$ cat src/rtl/ppq_pkg.sv
// Shared types and codes for the preemptive priority ready queue.
// No dependencies.
`default_nettype none

package ppq_pkg;

  localparam logic OP_INSERT   = 1'b0;
  localparam logic OP_SCHEDULE = 1'b1;

  typedef enum logic [1:0] {
    ST_IDLE,
    ST_SCAN,
    ST_DRAIN,
    ST_DONE
  } ppq_state_t;

  typedef struct packed {
    logic load;
    logic issue;
    logic commit;
  } ppq_cmd_t;

  typedef struct packed {
    logic scan_last;
    logic out_free;
  } ppq_sts_t;

endpackage

`default_nettype wire

$ cat src/rtl/ppq_ctrl.sv
// Sequencer for the ready queue: load, table scan, drain, commit.
// Depends on ppq_pkg.
`default_nettype none

module ppq_ctrl (
  input  wire logic            clk,
  input  wire logic            rst_n,
  input  wire logic            in_valid,
  output logic                 in_stall,
  input  wire ppq_pkg::ppq_sts_t sts,
  output ppq_pkg::ppq_cmd_t    cmd
);

  ppq_pkg::ppq_state_t state_r, state_nxt;

  always_ff @(posedge clk) begin
    if (!rst_n) begin
      state_r <= ppq_pkg::ST_IDLE;
    end else begin
      state_r <= state_nxt;
    end
  end

  always_comb begin
    state_nxt = state_r;
    cmd       = '0;
    in_stall  = 1'b1;
    case (state_r)
      ppq_pkg::ST_IDLE: begin
        in_stall = 1'b0;
        if (in_valid) begin
          cmd.load  = 1'b1;
          state_nxt = ppq_pkg::ST_SCAN;
        end
      end
      ppq_pkg::ST_SCAN: begin
        cmd.issue = 1'b1;
        if (sts.scan_last) begin
          state_nxt = ppq_pkg::ST_DRAIN;
        end
      end
      ppq_pkg::ST_DRAIN: begin
        state_nxt = ppq_pkg::ST_DONE;
      end
      ppq_pkg::ST_DONE: begin
        if (sts.out_free) begin
          cmd.commit = 1'b1;
          state_nxt  = ppq_pkg::ST_IDLE;
        end
      end
      default: begin
        state_nxt = ppq_pkg::ST_IDLE;
      end
    endcase
  end

endmodule

`default_nettype wire

$ cat src/rtl/ppq_dp.sv
// Datapath: slot table memory, valid bits, scan pipeline, running task and result word.
// Depends on ppq_pkg.
`default_nettype none

module ppq_dp #(
  parameter int TABLE_DEPTH   = 16,
  parameter int ID_BITS       = 8,
  parameter int PRIORITY_BITS = 4
) (
  input  wire logic                     clk,
  input  wire logic                     rst_n,
  input  wire logic                     in_op,
  input  wire logic [ID_BITS-1:0]       in_task_id,
  input  wire logic [PRIORITY_BITS-1:0] in_task_priority,
  output logic                          out_valid,
  input  wire logic                     out_stall,
  output logic                          out_preempted,
  output logic [ID_BITS-1:0]            out_running_id,
  output logic [PRIORITY_BITS-1:0]      out_running_priority,
  output logic [ID_BITS-1:0]            out_displaced_id,
  output logic                          out_table_full,
  input  wire ppq_pkg::ppq_cmd_t        cmd,
  output ppq_pkg::ppq_sts_t             sts
);

  localparam int IDXW = $clog2(TABLE_DEPTH);

  logic [ID_BITS-1:0]       mem_id  [TABLE_DEPTH];
  logic [PRIORITY_BITS-1:0] mem_pr  [TABLE_DEPTH];
  logic [TABLE_DEPTH-1:0]   valid_r;

  logic                     op_r;
  logic [ID_BITS-1:0]       tid_r;
  logic [PRIORITY_BITS-1:0] tpr_r;
  logic [IDXW-1:0]          idx_r;

  logic                     rd_live_r;
  logic                     rd_vld_r;
  logic [IDXW-1:0]          rd_idx_r;
  logic [ID_BITS-1:0]       rd_id_r;
  logic [PRIORITY_BITS-1:0] rd_pr_r;

  logic                     free_found_r;
  logic [IDXW-1:0]          free_idx_r;
  logic                     best_found_r;
  logic [IDXW-1:0]          best_idx_r;
  logic [ID_BITS-1:0]       best_id_r;
  logic [PRIORITY_BITS-1:0] best_pr_r;

  logic [ID_BITS-1:0]       cur_id_r;
  logic [PRIORITY_BITS-1:0] cur_pr_r;

  logic                     out_valid_r;
  logic                     out_preempted_r;
  logic [ID_BITS-1:0]       out_running_id_r;
  logic [PRIORITY_BITS-1:0] out_running_priority_r;
  logic [ID_BITS-1:0]       out_displaced_id_r;
  logic                     out_table_full_r;

  logic                     take_best;
  logic                     do_insert;
  logic                     do_preempt;

  assign sts.scan_last = (idx_r == IDXW'(TABLE_DEPTH - 1));
  assign sts.out_free  = !out_valid_r || !out_stall;

  assign take_best = rd_vld_r &&
                     (!best_found_r || (rd_pr_r > best_pr_r) ||
                      ((rd_pr_r == best_pr_r) && (rd_id_r < best_id_r)));

  assign do_insert  = (op_r == ppq_pkg::OP_INSERT) && free_found_r;
  assign do_preempt = (op_r == ppq_pkg::OP_SCHEDULE) && best_found_r &&
                      (best_pr_r > cur_pr_r);

  // slot table
  always_ff @(posedge clk) begin
    if (cmd.commit && do_insert) begin
      mem_id[free_idx_r] <= tid_r;
      mem_pr[free_idx_r] <= tpr_r;
    end
    rd_id_r  <= mem_id[idx_r];
    rd_pr_r  <= mem_pr[idx_r];
    rd_vld_r <= valid_r[idx_r];
    rd_idx_r <= idx_r;
  end

  always_ff @(posedge clk) begin
    if (cmd.load) begin
      op_r  <= in_op;
      tid_r <= in_task_id;
      tpr_r <= in_task_priority;
    end
    if (rd_live_r && take_best) begin
      best_idx_r <= rd_idx_r;
      best_id_r  <= rd_id_r;
      best_pr_r  <= rd_pr_r;
    end
    if (rd_live_r && !rd_vld_r && !free_found_r) begin
      free_idx_r <= rd_idx_r;
    end
    if (cmd.commit) begin
      out_preempted_r        <= do_preempt;
      out_running_id_r       <= do_preempt ? best_id_r : cur_id_r;
      out_running_priority_r <= do_preempt ? best_pr_r : cur_pr_r;
      out_displaced_id_r     <= do_preempt ? cur_id_r : '0;
      out_table_full_r       <= (op_r == ppq_pkg::OP_INSERT) && !free_found_r;
    end
  end

  always_ff @(posedge clk) begin
    if (!rst_n) begin
      valid_r      <= '0;
      idx_r        <= '0;
      rd_live_r    <= 1'b0;
      free_found_r <= 1'b0;
      best_found_r <= 1'b0;
      cur_id_r     <= '0;
      cur_pr_r     <= '0;
      out_valid_r  <= 1'b0;
    end else begin
      rd_live_r <= cmd.issue;
      if (cmd.load) begin
        idx_r        <= '0;
        free_found_r <= 1'b0;
        best_found_r <= 1'b0;
      end else if (cmd.issue) begin
        idx_r <= idx_r + 1'b1;
      end
      if (rd_live_r && take_best) begin
        best_found_r <= 1'b1;
      end
      if (rd_live_r && !rd_vld_r) begin
        free_found_r <= 1'b1;
      end
      if (cmd.commit && do_insert) begin
        valid_r[free_idx_r] <= 1'b1;
      end
      if (cmd.commit && do_preempt) begin
        valid_r[best_idx_r] <= 1'b0;
        cur_id_r            <= best_id_r;
        cur_pr_r            <= best_pr_r;
      end
      if (cmd.commit) begin
        out_valid_r <= 1'b1;
      end else if (!out_stall) begin
        out_valid_r <= 1'b0;
      end
    end
  end

  assign out_valid            = out_valid_r;
  assign out_preempted        = out_preempted_r;
  assign out_running_id       = out_running_id_r;
  assign out_running_priority = out_running_priority_r;
  assign out_displaced_id     = out_displaced_id_r;
  assign out_table_full       = out_table_full_r;

endmodule

`default_nettype wire

$ cat src/rtl/preemptive_priority_ready_queue.sv
// Preemptive priority ready queue top level: sequencer plus datapath.
// Result word registered at commit, after the table scan, drain and done states; commit waits while the output stalls.
// A new input word is taken only after the previous one is committed; the table scan reads one slot per cycle.
// Reset (rst_n low, synchronous): table empty, running task id 0 priority 0, no result pending.
// Depends on ppq_pkg, ppq_ctrl, ppq_dp.
`default_nettype none

module preemptive_priority_ready_queue #(
  parameter int TABLE_DEPTH   = 16,
  parameter int ID_BITS       = 8,
  parameter int PRIORITY_BITS = 4
) (
  input  wire logic                     clk,
  input  wire logic                     rst_n,
  input  wire logic                     in_valid,
  output logic                          in_stall,
  input  wire logic                     in_op,
  input  wire logic [ID_BITS-1:0]       in_task_id,
  input  wire logic [PRIORITY_BITS-1:0] in_task_priority,
  output logic                          out_valid,
  input  wire logic                     out_stall,
  output logic                          out_preempted,
  output logic [ID_BITS-1:0]            out_running_id,
  output logic [PRIORITY_BITS-1:0]      out_running_priority,
  output logic [ID_BITS-1:0]            out_displaced_id,
  output logic                          out_table_full
);

  ppq_pkg::ppq_cmd_t cmd;
  ppq_pkg::ppq_sts_t sts;

  ppq_ctrl u_ctrl (
    .clk      (clk),
    .rst_n    (rst_n),
    .in_valid (in_valid),
    .in_stall (in_stall),
    .sts      (sts),
    .cmd      (cmd)
  );

  ppq_dp #(
    .TABLE_DEPTH   (TABLE_DEPTH),
    .ID_BITS       (ID_BITS),
    .PRIORITY_BITS (PRIORITY_BITS)
  ) u_dp (
    .clk                  (clk),
    .rst_n                (rst_n),
    .in_op                (in_op),
    .in_task_id           (in_task_id),
    .in_task_priority     (in_task_priority),
    .out_valid            (out_valid),
    .out_stall            (out_stall),
    .out_preempted        (out_preempted),
    .out_running_id       (out_running_id),
    .out_running_priority (out_running_priority),
    .out_displaced_id     (out_displaced_id),
    .out_table_full       (out_table_full),
    .cmd                  (cmd),
    .sts                  (sts)
  );

endmodule

`default_nettype wire

$ cat config.mk
export PLATFORM = sky130hd
export DESIGN_NAME = preemptive_priority_ready_queue
export DESIGN_NICKNAME = d
export VERILOG_FILES = /design/src/rtl/ppq_pkg.sv /design/src/rtl/ppq_ctrl.sv /design/src/rtl/ppq_dp.sv /design/src/rtl/preemptive_priority_ready_queue.sv
export SDC_FILE = /design/constraint.sdc
export NUM_CORES = 1
export LEC_CHECK = 0
export ABC_AREA = 1
export BUFFER_PORTS_ARGS = -buffer_cell sky130_fd_sc_hd__buf_4
export CORE_ASPECT_RATIO = 2
export CORE_MARGIN = 2
export CORE_UTILIZATION = 61
export DETAILED_ROUTE_END_ITERATION = 12
export PLACE_DENSITY_LB_ADDON = 0.25
export SYNTH_ARGS = -nofsm -noshare
export SYNTH_HDL_FRONTEND = slang
export SYNTH_HIERARCHICAL = 1
export SYNTH_SLANG_ARGS = --single-unit
$ cat constraint.sdc
create_clock -name clk -period 3.09 [get_ports clk]
set_input_delay 0.1545 -clock clk [delete_from_list [all_inputs] [get_ports clk]]
set_output_delay 0.1545 -clock clk [all_outputs]
set_load 0.03 [all_outputs]
== Yosys cells after proc, flatten, opt, wreduce, memory -nomap -nowiden ==
Memories as Yosys holds them, arrays and structs flattened. A register that Yosys moved wholly into a read port is not among the register bits.
Cells that the tools add are included.

* Shift operators: 0
* Eq/ne operators: 9
* $mul: 0
* Reduce and logical (&&, ||, !) cells: 26
* Muxes and demuxes: 28
* Magnitude comparators: 8
* Bitwise gates (word level): 5
* $add $sub $neg: 1
* Divide/modulo/power cells: 0

{| class="wikitable"
|+ Operator list
! kind !! number
|-
| 2-to-1 mux 16 bit || 3
|-
| AND 16 bit || 1
|-
| 2-to-1 mux 1 bit || 16
|-
| inverter 16 bit || 1
|-
| OR 16 bit || 1
|-
| less-than comparator 4 x 5 -> 1 bit (second input constant) || 3
|-
| logical AND 1 bit || 13
|-
| demux 1 bit (select 4 bit) || 2
|-
| greater-or-equal comparator 4 x 1 -> 1 bit (second input constant) || 2
|-
| > comparator 4 bit || 2
|-
| less-than comparator 8 bit || 1
|-
| 2-to-1 mux 8 bit || 1
|-
| case mux 2 bit (4 select lines) || 1
|-
| 2-to-1 mux 2 bit || 3
|-
| != test 2 bit (second input constant) || 3
|-
| zero test 1 bit || 5
|-
| adder 4 x 1 -> 4 bit (second input constant) || 1
|-
| binary-select mux 1 bit (select 4 bit) || 1
|-
| == test 2 bit (second input constant) || 2
|-
| == test 4 bit || 1
|-
| == test 4 bit (second input constant) || 1
|-
| 2-to-1 mux 4 bit || 1
|-
| nonzero test 2 bit || 2
|-
| logical OR 1 bit || 3
|-
| 6 further kinds || 7
|}

* Memories: 2
* Memory bits (read-only): 0
* Flip-flop bits (word level): 98
* Bits in writable memories: 192
* Input port bits: 17
* Logic and storage cells: 102
* Latch bits: 0

{| class="wikitable"
|+ Memories
! memory !! words !! bits a word !! read ports !! clocked after Yosys merged registers in !! write ports !! line !! RTL
|-
| u_dp.mem_id || 16 || 8 || 1 || 1 || 1 || ppq_dp.sv:28 || <nowiki>logic [ID_BITS-1:0] mem_id [TABLE_DEPTH];</nowiki>
|-
| u_dp.mem_pr || 16 || 4 || 1 || 1 || 1 || ppq_dp.sv:29 || <nowiki>logic [PRIORITY_BITS-1:0] mem_pr [TABLE_DEPTH];</nowiki>
|}

== Longest topological paths before layout ==
* Word-level depth: 9
* Depth in mapped cells: 13

== Hierarchy ==
Netlist, hierarchy kept.

{| class="wikitable"
|+ By module, submodules not included
! module !! times used !! area an instance (µm²) !! cells each
|-
| ppq_dp || 1 || 11891.4 || 1037
|-
| ppq_ctrl || 1 || 200.2 || 30
|}

== Worst setup path before layout ==
OpenSTA, ideal clock, no wires.

* Path type: flip-flop to flip-flop
* Start point: reg u_dp.out_valid_r (netlist: u_dp/out_valid)
* End point: mem u_dp.mem_id[0][0], enable pin
* Setup slack: 538 ps
* Library setup time: 382 ps
* Path buffers: 0
* Cell stages (with the launch flop): 10
* Data required time: 2708 ps
* Arrival time: 2170 ps
* Cell sequence: dfxtp_1 nand2_1 nand2_1 inv_1 inv_1 nor2_1 nand2_1 nor2_1 inv_1 nor2_1

{| class="wikitable"
|+ RTL lines
! element !! line !! RTL
|-
| from (decl) || ppq_dp.sv:53 || <nowiki>logic out_valid_r;</nowiki>
|-
| from (signal assigned) || ppq_dp.sv:119 || <nowiki>out_valid_r <= 1'b0;</nowiki>
|-
| from (signal assigned) || ppq_dp.sv:144 || <nowiki>out_valid_r <= 1'b1;</nowiki>
|-
| from (signal assigned) || ppq_dp.sv:146 || <nowiki>out_valid_r <= 1'b0;</nowiki>
|-
| to (decl) || ppq_dp.sv:28 ||
|}

==> flow_summary.json <==
{
  "ys_types": 27,
  "post-route-util_pct": 70.58,
  "die_area_sq_mm": 0.02103,
  "criticalPathCategory": "flop to flop",
  "cp.required_ns": 3.33,
  "vias": 7962,
  "final-hold-violation-count": 0,
  "p_per_area_mw_per_mm2": 726.1,
  "min_from": "in_valid",
  "fp.dieH_um": 203.1,
  "async_flop_share_pct": 0,
  "synth.top_cell.area_share_pct": 61.34,
  "synth_seq_area_share_pct": 70.45,
  "fin_tns_setup_ns": 0,
  "endpoint_kind": "flop",
  "netlist_instances": 1067,
  "synth.avg_cell_area_sq_um": 11.33,
  "synth_ff_type": "edfxtp_1",
  "grtUsageTotal_pct": 25.56,
  "core-area_sq_mm": 0.01937,
  "antenna_found_initial": 0,
  "synth-warning-count": 6,
  "cp_slowest_stage_delay_ns": 0.53,
  "grt_max_degree": 62,
  "cts.sinks": 302,
  "dieWidth_um": 103.6,
  "cp-startpoint": "u_ctrl/state_r[0]",
  "fmax_mhz": 436.3,
  "synth_area_leaders": "edfxtp_1 61%, dfxtp_1 9.1%, nor2_1 7.0%, o21ai_0 4.2%, nand2_1 4.2%",
  "initial_core_util_pct": 62.43,
  "n_fill_cell": 1378,
  "synthTopCellsByCount": "247 x edfxtp_1, 224 x nor2_1, 134 x nand2_1",
  "rows": 72,
  "place_congestion": 0.9046,
  "synth_area_sq_mm": 0.01209,
  "postCtsSetupRepairBufs": 0,
  "relSlewSlack_pct": 26.86,
  "ys_ff_latch": 302,
  "hp-class": "primary input to flop",
  "period_minus_slack_ns": 2.292,
  "cp_cell_sequence": "ha_1 -> nand2_1 -> inv_1 -> inv_1 -> nor2_1 -> nand2_1 -> nor2_1 -> inv_1 -> nor2_1 -> buf_4",
  "wl_um": 26270,
  "outcome": "finished, final reports clean",
  "clock_path_buffers": 3,
  "start_kind": "flop",
  "grt.overflow.total": 0,
  "numCtsBuffers": 25,
  "clk_pin_slew_worst_paths_ns": 0.07,
  "finalNetCount": 1167,
  "synth_nets": 1105,
  "clock_latency_ns": 0.54,
  "cts-htree-levels": 1,
  "grt_pass1_wl_um": 41910,
  "rsz0062_at_grt": "false",
  "reg2reg_from": "u_ctrl/state_r[0]",
  "synth_edf_count": 247,
  "num_antenna_cells": 0,
  "drive_gt1_share_pct": 10.63,
  "area_delta_synth_final_pct": 13.06,
  "drt_pass1_iterations": 6,
  "final_area_sq_mm": 0.01367,
  "drc_errors": 0,
  "tightest_slew_ns": 1.093,
  "synth_most_common_cell": "edfxtp_1",
  "cpMaxStageDelayCell": "nor2_1",
  "max_cap_viol_count": 0,
  "dp_hpwl_um": 17130,
  "vdd_drop_max_mv": 0.5652,
  "leakage_nw": 5.127,
  "setup_violations": 0,
  "cp.arrival_ns": 2.54,
  "skew_ns": 0.007085,
  "antenna_left": 0,
  "placed_cell_area_sq_mm": 0.01269,
  "io_pins": 41,
  "first_iter_violations": 589,
  "crit_fanout": 8,
  "portBuffers": 40,
  "wl_per_cell_um": 18.67,
  "clockRootBuffer": "clkbuf_16",
  "cts_tree": "yes",
  "synth_top_cell_by_area": "edfxtp_1",
  "grt_pass1_vias": 8158,
  "finalCritPeriodShare_pct": 74.18,
  "slew_violations": 0,
  "viasPerCell": 5.659
}
layer usage:
layer  up-vias  wire length (um)  track usage [%]
li1       3763                 -                -
met1      3839              9575            28.01
met2       285             14270            47.94
met3        75              1325            3.082
met4         0              1108            13.56
met5         -                 0                0
critical path, delay by kind of cell (launching register included):
family | cells | cell delay (ns)
adder cells (fa/ha/maj) | 1 | 0.19
flip-flops | 1 | 0.37
AND/OR/NAND/NOR | 5 | 0.92
buffers and inverters | 4 | 0.52
final cells by class:
| cell class | instances | area, sq um | share of cell area [%] |
|---|---|---|---|
| multi-input cells | 618 | 2923 | 21.38 |
| clock buffers | 32 | 691.9 | 5.061 |
| flip-flops and latches | 302 | 8521 | 62.33 |
| clock inverters | 14 | 137.6 | 1.007 |
| repair buffers | 84 | 705.7 | 5.162 |
| well taps | 259 | 324.1 | 2.370 |
| inverters | 98 | 367.9 | 2.691 |
flip-flops by register name, indices dropped and copies added, names as in the netlist, 8 cells and up:
signal,count
u_dp/tid_r,8
u_dp/mem_id,128
u_dp/out_running_id,8
u_dp/cur_id_r,8
u_dp/rd_id_r,8
u_dp/valid_r,16
u_dp/best_id_r,8
u_dp/mem_pr,64
u_dp/out_displaced_id,8
repair_timing:
item	4_1_cts	5_1_grt
hold endpoints to repair	30	0
resized for setup	0	0
hold buffers	15	0
cell families after synthesis:
group,synth area share (%)
AO/OA/AOI/OAI,8.558
buffers and inverters,5.381
AND/OR/NAND/NOR,13.44
flip-flops,70.45
adder cells (fa/ha/maj),2.173
final timing paths:
path,cells after the start,slack [ns],end
max,10,0.80,u_dp/mem_id[1][4]
min,6,0.08,u_ctrl/state_r[0]
max reg2reg,10,0.80,u_dp/mem_id[1][4]
min reg2reg,0,0.39,u_dp/rd_idx_r[3]
metrics by stage:
| step | cells | total power [mW] | hold slack, ns | setup slack (ns) |
|---|---|---|---|---|
| 6_report | 1407 | 9.927 | 0.08341 | 0.7978 |
| 5_1_grt | 1407 | 10.35 | 0.1287 | 0.6422 |
| 4_1_cts | 1407 | 9.976 | 0.07388 | 0.8114 |
| 3_5_place_dp | 1346 | 6.806 | 0.3341 | 0.8281 |
| 3_3_place_gp | 1346 | 6.752 | 0.3326 | 0.8987 |
| 2_1_floorplan | 1067 | 6.241 | 0.2534 | 0.5384 |
power breakdown:
part           switching [mW]  leakage, nW  internal [mW]  total [mW]
clock network            1.41        0.401           1.76        3.18
logic                    1.14         2.03          0.539        1.68
registers               0.290         2.69           4.78        5.07
placed cells by master (no fill, tap or decap), types with 4 or more instances in the layout:
cell type      count
edfxtp_1         247
nor2_1           224
nand2_1          134
o21ai_0          101
inv_1             95
buf_4             66
dfxtp_1           53
nand3_1           44
o211ai_1          26
o22ai_1           26
clkbuf_16         25
ha_1              21
o21ai_1           19
dlygate4sd3_1     15
a21oi_1           11
clkinv_2           6
clkbuf_8           4
clkinvlp_4         4
No activity file was read; power rests on OpenSTA's default activity.
